`src/rtl/core/sca_ram.sv`:
```
module sca_ram #(
   parameter int WIDTH = 8,
   parameter int DEPTH = 16
) (
   input  logic                                      clock,
   input  logic                                      we,
   input  logic [((DEPTH > 1) ? $clog2(DEPTH) : 1)-1:0] waddr,
   input  logic [WIDTH-1:0]                          wdata,
   input  logic [((DEPTH > 1) ? $clog2(DEPTH) : 1)-1:0] raddr,
   output logic [WIDTH-1:0]                          rdata
);

   logic [WIDTH-1:0] mem [DEPTH];
   logic [WIDTH-1:0] rdata_ff;

   always_ff @(posedge clock) begin
      if (we) mem[waddr] <= wdata;
      rdata_ff <= mem[raddr];
   end

   assign rdata = rdata_ff;

endmodule
```
`config.mk`:
```
export PLATFORM = sky130hd
export DESIGN_NAME = sca_ram
export DESIGN_NICKNAME = d
export VERILOG_FILES = /design/src/rtl/core/sca_ram.sv
export SDC_FILE = /design/constraint.sdc
export NUM_CORES = 1
export LEC_CHECK = 0
export ABC_AREA = 0
export BUFFER_PORTS_ARGS = -buffer_cell sky130_fd_sc_hd__buf_2
export CAP_MARGIN = 20
export CORE_ASPECT_RATIO = 1.25
export CORE_UTILIZATION = 54
export CTS_CLUSTER_DIAMETER = 100
export DETAILED_ROUTE_END_ITERATION = 6
export GPL_TIMING_DRIVEN = 1
export PLACE_DENSITY = 0.82
export SYNTH_ARGS = -nofsm -noshare
export SYNTH_HDL_FRONTEND = slang
export SYNTH_SLANG_ARGS = --single-unit
export TNS_END_PERCENT = 20
```
`constraint.sdc`:
```
create_clock -name clock -period 1.8 [get_ports clock]
set_input_delay 0.36 -clock clock [delete_from_list [all_inputs] [get_ports clock]]
set_output_delay 0.36 -clock clock [all_outputs]
set_load 0.02 [all_outputs]
```
==> metrics.md, run 1 <==
| Metric | Value |
|---|---|
| Critical path data arrival time | between 1500 and 2000 ps |
| Clock slew at reported path FFs | ~60 ps |
| Syn Nets | approximately 250 |
| Die width | 89.3 µm |
| Mapped Area | between 0.005 and 0.006 mm² |
| DIE HEIGHT | 111 µm |
| Area growth from synthesis to layout | 18.9% |
| CTS tree | built |
| Worst setup SP type | register |
| NetSw | 1450 µW |
| Worst Path Required | 2100 ps |
| Setup TNS Final | 0 ps |
| First-pass detailed-route iteration total | 5 |
| Sink Count | 136 |
| Top-count cell post-synth | edfxtp_1 |
| Place WS | between 3 and 4 ps |
| Clk network pwr share | 0.453 |
| Worst path slowest cell | mux4_1 |
| FF-to-FF End | rdata[1] |
| Ys flop type | edfxtp_1 |
| Fin crit period | ~1400 ps |
| Total wire length | 9670 µm |
| Leak Pwr | 0.00210 µW |
| Starting density of the core | 0.558 |
| Core area | 0.00922 mm² |
| First-pass GRT wire length | 15100 µm |
| Share of cells above drive strength 1 | 0.321 |
| P per Cell Area | 1170 mW/mm² |
| Max-slew headroom | 0.749 |
| Sequential fraction of the synthesis area | 0.778 |
| Reg2reg start | mem[0][1] |
| Post-synthesis register bit count | 136 |
| CP delay by family, top | multiplexers |
| Syn avg cell area | 22.5 µm² |
| Combinational fraction of design power | 0.049 |
| CP bufs+invs | 0 |
| Hold bufs inserted after CTS | 0 |
| Pin slew with the least headroom to its limit | ~380 ps |
| CP Cell Sequence | mux4_1 -> a22oi_1 -> nand2_1 |
| Reg2reg path depth | 3 |
| GP Congestion | 0.770 |
| Ant. Diodes | 0 |
| Routed len/inst | 22.9 µm |
| Final Cell Area | 0.00612 mm² |
| Min-Delay Endpoint | mem[12][3] |
| Initial drt markers | between 200 and 300 |
| Synthesis Warnings | 0 |
| Crit Path Max Fanout | 1 |
| TritonCTS Buffers | 17 |
| Run status | finished clean |
| DRC | 0 |
| Seq pwr share | 0.498 |
| EDFF count, synth | 128 |
| Max-slew violation count | 0 |
| Clock root buffer | clkbuf_16 |
| Post-route ant nets | 0 |
| Crit end category | register |
| # rows | 39 |
| Hold Crit Class | input port to register |
| Synth cell count leaders | 128 x edfxtp_1, 18 x mux4_2, 16 x a22oi_1, 14 x mux4_1, 13 x nor2_1 |
| Cells after Synth | 229 |
| DR vias/cell | around 5.9 |
| All-Layer GR Usage | 0.227 |
| Clk_skew | 5.98 ps |
| Worst skew pair latency | 410 ps |
| Vias in the first global route | 2622 |
| Sw frac | 0.203 |
| Vias | 2504 |
| Top cell type by total area after synthesis | edfxtp_1 |
| # Max-Cap Violations | 0 |
| RSZ-0062 raised after global routing | false |
| Max frequency | 0.735 GHz |
| Setup slack after layout | approximately 440 ps |
| Remaining global-route overflow | 0 |
| Initial antenna violation count | 0 |
| Resized Gates After CTS | 0 |
| Hold Crit Start | wdata[3] |
| Pin count of the biggest net entering global routing | 33 |
| R2r setup slk | 440 ps |
| H-Tree Depth | 4 |
| Largest cells by area after synthesis | edfxtp_1 75%, mux4_2 7.9%, mux4_1 7.1% |
| HPWL after detailed placement | roughly 6100 µm |
| Slowest stage delay, CP | 500 ps |
| Nets@finish | 304 |
| Int Power | roughly 5700 µW |
| Min Hold Slack | around 320 ps |
| Placed cells | 390 |
| Placed cell area | 0.00556 mm² |
| Post-Layout Cell Count | between 400 and 500 |
| Post-synth ARST share | 0 |
| Filler Cell Count | 559 |
| Final count of negative-setup-slack endpoints | 0 |
| Peak VDD IR | approximately 0.74 mV |
| Post-CTS Setup Inserts | 0 |
| Clock Tree Buf Depth | 2 |
| WS Path Type | register to register |
| Hold Violations, Final | 0 |
| IO Pins | 26 |
| Hold depth | 1 |
| Port Buffers | 25 |
| Die area | 0.00993 mm² |
| Period Utilization, post-route | 0.756 |
| Post-synth top area share | 0.747 |
| Synth unique cells | 19 |
-- cell usage in the layout (no fill, tap or decap), drive strengths merged --
cell,synthesis,routed
edfxtp,128,128
bufinv,0,2
and2,1,1
nand2,9,9
and2b,1,1
clkinv,0,8
mux4,32,32
dfxtp,8,8
nor2,13,13
nor2b,1,1
nor3,4,4
nand3,1,1
nand2b,2,2
clkinvlp,0,4
a22oi,16,16
nand3b,2,2
buf,7,48
or3b,1,1
clkbuf,0,18
-- how the worst max path moves through the flow --
stage / start / endpoint / slack [ps] / depth (start not counted)
floorplan: waddr[2] / mem[3][0] / 170 / 2
detailed placement: raddr[0] / rdata[3] / 4 / 5
finish: mem[0][1] / rdata[1] / 440 / 3
CTS: raddr[0] / rdata[3] / 430 / 5
global route: mem[0][1] / rdata[1] / 360 / 3
global placement: raddr[0] / rdata[1] / 60 / 5
-- per-layer routing --
layer / share of wire / global-route usage
met5: 0 / 0
met3: 0.055 / 0.0663
met1: 0.39 / 0.292
met4: 0.034 / 0.121
met2: 0.52 / 0.347
-- sequential cells by signal, indices dropped and copies added (netlist names) --
| signal | flops |
|---|---|
| rdata | 8 |
| mem | 128 |
-- per-stage QoR --
stage	utilization	power [µW]
2_1_floorplan	-	3830
3_3_place_gp	0.602	3960
3_5_place_dp	0.602	3980
4_1_cts	0.663	7210
5_1_grt	0.663	7370
6_report	0.663	7150
-- final cells by class --
cell class	instances	area [µm²]	area share
clock buffer	18	429	0.0701
clock inverter	14	134	0.0219
multi-input combinational	83	1060	0.174
sequential	136	4000	0.654
tap	123	154	0.0252
timing repair buffer	48	335	0.0548
-- cell families (layout without fill, tap and decap cells) --
group           Yosys count  after routing  share of synthesized area
simple gates             35             35                     0.0318
buf+inv                  10             80                     0.0168
mux                      32             32                      0.150
flops                   136            136                      0.778
compound gates           16             16                     0.0233
-- power by group through the flow --
stage / Combinational [µW] / Clock [µW] / Sequential [µW]
detailed placement: 353 / 0 / 3630
finish: 354 / 3240 / 3560
floorplan: 180 / 0 / 3650
global route: 382 / 3420 / 3570
CTS: 358 / 3290 / 3560
global placement: 340 / 0 / 3620
No activity file was read; power rests on OpenSTA's default activity.
==> inputs of run 2 (changes only) <==
--- a/config.mk
+++ b/config.mk
@@ -9,11 +9,11 @@
 export BUFFER_PORTS_ARGS = -buffer_cell sky130_fd_sc_hd__buf_2
 export CAP_MARGIN = 20
 export CORE_ASPECT_RATIO = 1.25
-export CORE_UTILIZATION = 54
+export CORE_UTILIZATION = 60
 export CTS_CLUSTER_DIAMETER = 100
 export DETAILED_ROUTE_END_ITERATION = 6
 export GPL_TIMING_DRIVEN = 1
-export PLACE_DENSITY = 0.82
+export PLACE_DENSITY = 0.86
 export SYNTH_ARGS = -nofsm -noshare
 export SYNTH_HDL_FRONTEND = slang
 export SYNTH_SLANG_ARGS = --single-unit
==> constraint.sdc (replaced) <==
create_clock -name clock -period 1.3 [get_ports clock]
set_input_delay 0.26 -clock clock [delete_from_list [all_inputs] [get_ports clock]]
set_output_delay 0.26 -clock clock [all_outputs]
set_load 0.02 [all_outputs]
==> run 2 against run 1 <==
  * The run now ends with DRC, setup timing left
  * Global-route usage is 4.3 points higher
  * Critical endpoint is now rdata[7]
  * Power rose by 35%
  * Wire length rose by 11%
  * Cell count decreased by 5.0%
  * Critical path depth unchanged
  * Largest power group unchanged
  * Setup slack worse by 460 ps
==> metrics.md, run 2 (synthesis gave the netlist of run 1 again) <==
| Metric | Value |
|---|---|
| Clock slew at reported path FFs | 60 ps (about the same) |
| Port Buffers | 25 (unchanged) |
| Remaining global-route overflow | 0 (unchanged) |
| GP Congestion | 0.726 (-5.8%) |
| Share of cells above drive strength 1 | 0.424 (+0.103) |
| Max reg flops | 128 (unchanged) |
| Worst skew pair latency | 530 ps (+120 ps) |
| Worst path slowest cell | mux4_2 |
| # rows | 37 (-5.1%) |
| Leak Pwr | 0.00210 µW (+0.28%) |
| CTS tree | built |
| Routed len/inst | 26.9 µm (+17%) |
| Hold Crit Class | input port to register |
| Sink Count | 136 (unchanged) |
| Post-route ant nets | 0 (unchanged) |
| Clock Tree Buf Depth | 2 (unchanged) |
| Fin crit period | 1320 ps (-38.6 ps) |
| Run status | finished with violations |
| Worst setup SP type | register |
| Clk_skew | 7.56 ps (+1.59 ps) |
| Critical path data arrival time | 1730 ps (+70 ps) |
| Ant. Diodes | 0 (unchanged) |
| Die width | 84.8 µm (-5.0%) |
| Clock root buffer | clkbuf_8 |
| Vias in the first global route | 2681 (+2.3%) |
| Crit Path Max Fanout | 1 (unchanged) |
| DR vias/cell | 6.54 (+10%) |
| DRC | 2 (+2) |
| # Max-Cap Violations | 0 (unchanged) |
| Area growth from synthesis to layout | 20.4% |
| WS Path Type | register to register |
| Setup TNS Final | -21.6 ps (-21.6 ps) |
| RSZ-0062 raised after global routing | true |
| Final count of negative-setup-slack endpoints | 1 (+1) |
| HPWL after detailed placement | 6610 µm (+9.1%) |
| Pin count of the biggest net entering global routing | 19 (-42%) |
| Leading cell type in the layout, fill and taps excluded | edfxtp_1 |
| First-pass detailed-route iteration total | 7 (+2) |
| Most flop-heavy register | mem |
| Max-slew violation count | 0 (unchanged) |
| Slowest stage delay, CP | 510 ps (about the same) |
| Period Utilization, post-route | 1.02 (+0.261) |
| Max frequency | 0.757 GHz (+2.9%) |
| Initial antenna violation count | 0 (unchanged) |
| DIE HEIGHT | 106 µm (-5.0%) |
| Die area | 0.00896 mm² (-9.8%) |
| IO Pins | 26 (unchanged) |
| Vias | 2623 (+4.8%) |
| Hold Violations, Final | 0 (unchanged) |
| Nets@finish | 309 (+1.6%) |
| Starting density of the core | 0.621 (+0.0630) |
| Peak VDD IR | 1.04 mV (+42%) |
| Crit end category | register |
| P per Cell Area | 1560 mW/mm² (+34%) |
| Worst Path Required | 1700 ps (-400 ps) |
| CP Cell Sequence | mux4_2 -> a22oi_2 -> nand2_1 |
| First-pass GRT wire length | 16000 µm (+6.0%) |
| Most frequent cells in the layout | 128 x edfxtp_1, 27 x mux4_2, 22 x buf_2, 22 x buf_4, 16 x clkbuf_16 |
| All-Layer GR Usage | 0.270 (+0.0428) |
| H-Tree Depth | 4 (unchanged) |
| Pin slew with the least headroom to its limit | 1020 ps (+641 ps) |
| Initial drt markers | 302 (+1.3%) |
| Max-slew headroom | 0.319 (-0.430) |
| Post-layout util | 0.748 (+0.0846) |
| Post-CTS Setup Inserts | 0 (unchanged) |
| Core area | 0.00829 mm² (-10%) |
| TritonCTS Buffers | 17 (unchanged) |
| Failing checks | DRC, setup timing |
| Setup slack after layout | -21.6 ps (-461 ps) |
| Total wire length | 10800 µm (+11%) |
## run 2: cell count changes in the layout (fill, tap and decap cells not counted), moves of 5 or more
cell	before	now
buf_12	3	8
mux4_1	14	5
a22oi_2	0	10
mux4_2	18	27
a22oi_1	16	6
## run 2: report_power, final
group | internal (µW) | switching [µW]
Combinational | 248 | 318
Sequential | 4910 | 34.7
Clock | 2420 | 1750
## run 2: area by class of cell
cell class	count	area (µm²)
Clock inverter	12	78.8
Sequential cell	136	4010
Timing Repair Buffer	53	447
Multi-Input combinational cell	83	1100
Tap cell	97	121
Fill cell	441	2090
Clock buffer	20	445
## run 2: what timing repair did
action                     CTS  global route
hold buffers                 0             0
setup endpoints to repair    8             8
resized for setup           11            14
pin swaps                    2             6
## run 2: layer usage
layer | vias up | global-route usage | routed length, µm | part of all wire
met4 | 0 | 0.133 | 371 | 0.034
met5 | - | 0 | 0 | 0
li1 | 1087 | - | - | -
met3 | 37 | 0.0924 | 838 | 0.078
met1 | 1330 | 0.354 | 4180 | 0.39
met2 | 169 | 0.408 | 5390 | 0.50
## run 2: critical path: cells and delay by family, from the launching register on
family | cells | cell delay [ps]
AND/OR/NAND/NOR | 1 | 100
flip-flops | 1 | 390
multiplexers | 1 | 510
AO/OA/AOI/OAI | 1 | 190
## run 2: worst paths after layout
check,slack (ps),from,cells past startpoint,to
max,-20,mem[2][7],3,rdata[7]
min,110,wdata[6],1,mem[11][6]
max reg2reg,-20,mem[2][7],3,rdata[7]
min reg2reg,680,mem[15][1],3,rdata[1]
## run 2: metrics by stage
stage	instances	instance area [µm²]	hold WS, ps	setup WS, ps	power, µW
2_1_floorplan	229	5170	359	-152	5300
3_3_place_gp	369	5640	633	-308	5520
3_5_place_dp	369	5640	658	-354	5550
4_1_cts	401	6180	95.2	-29.7	9700
5_1_grt	401	6200	98.8	-51.2	9940
6_report	401	6200	108	-21.6	9680
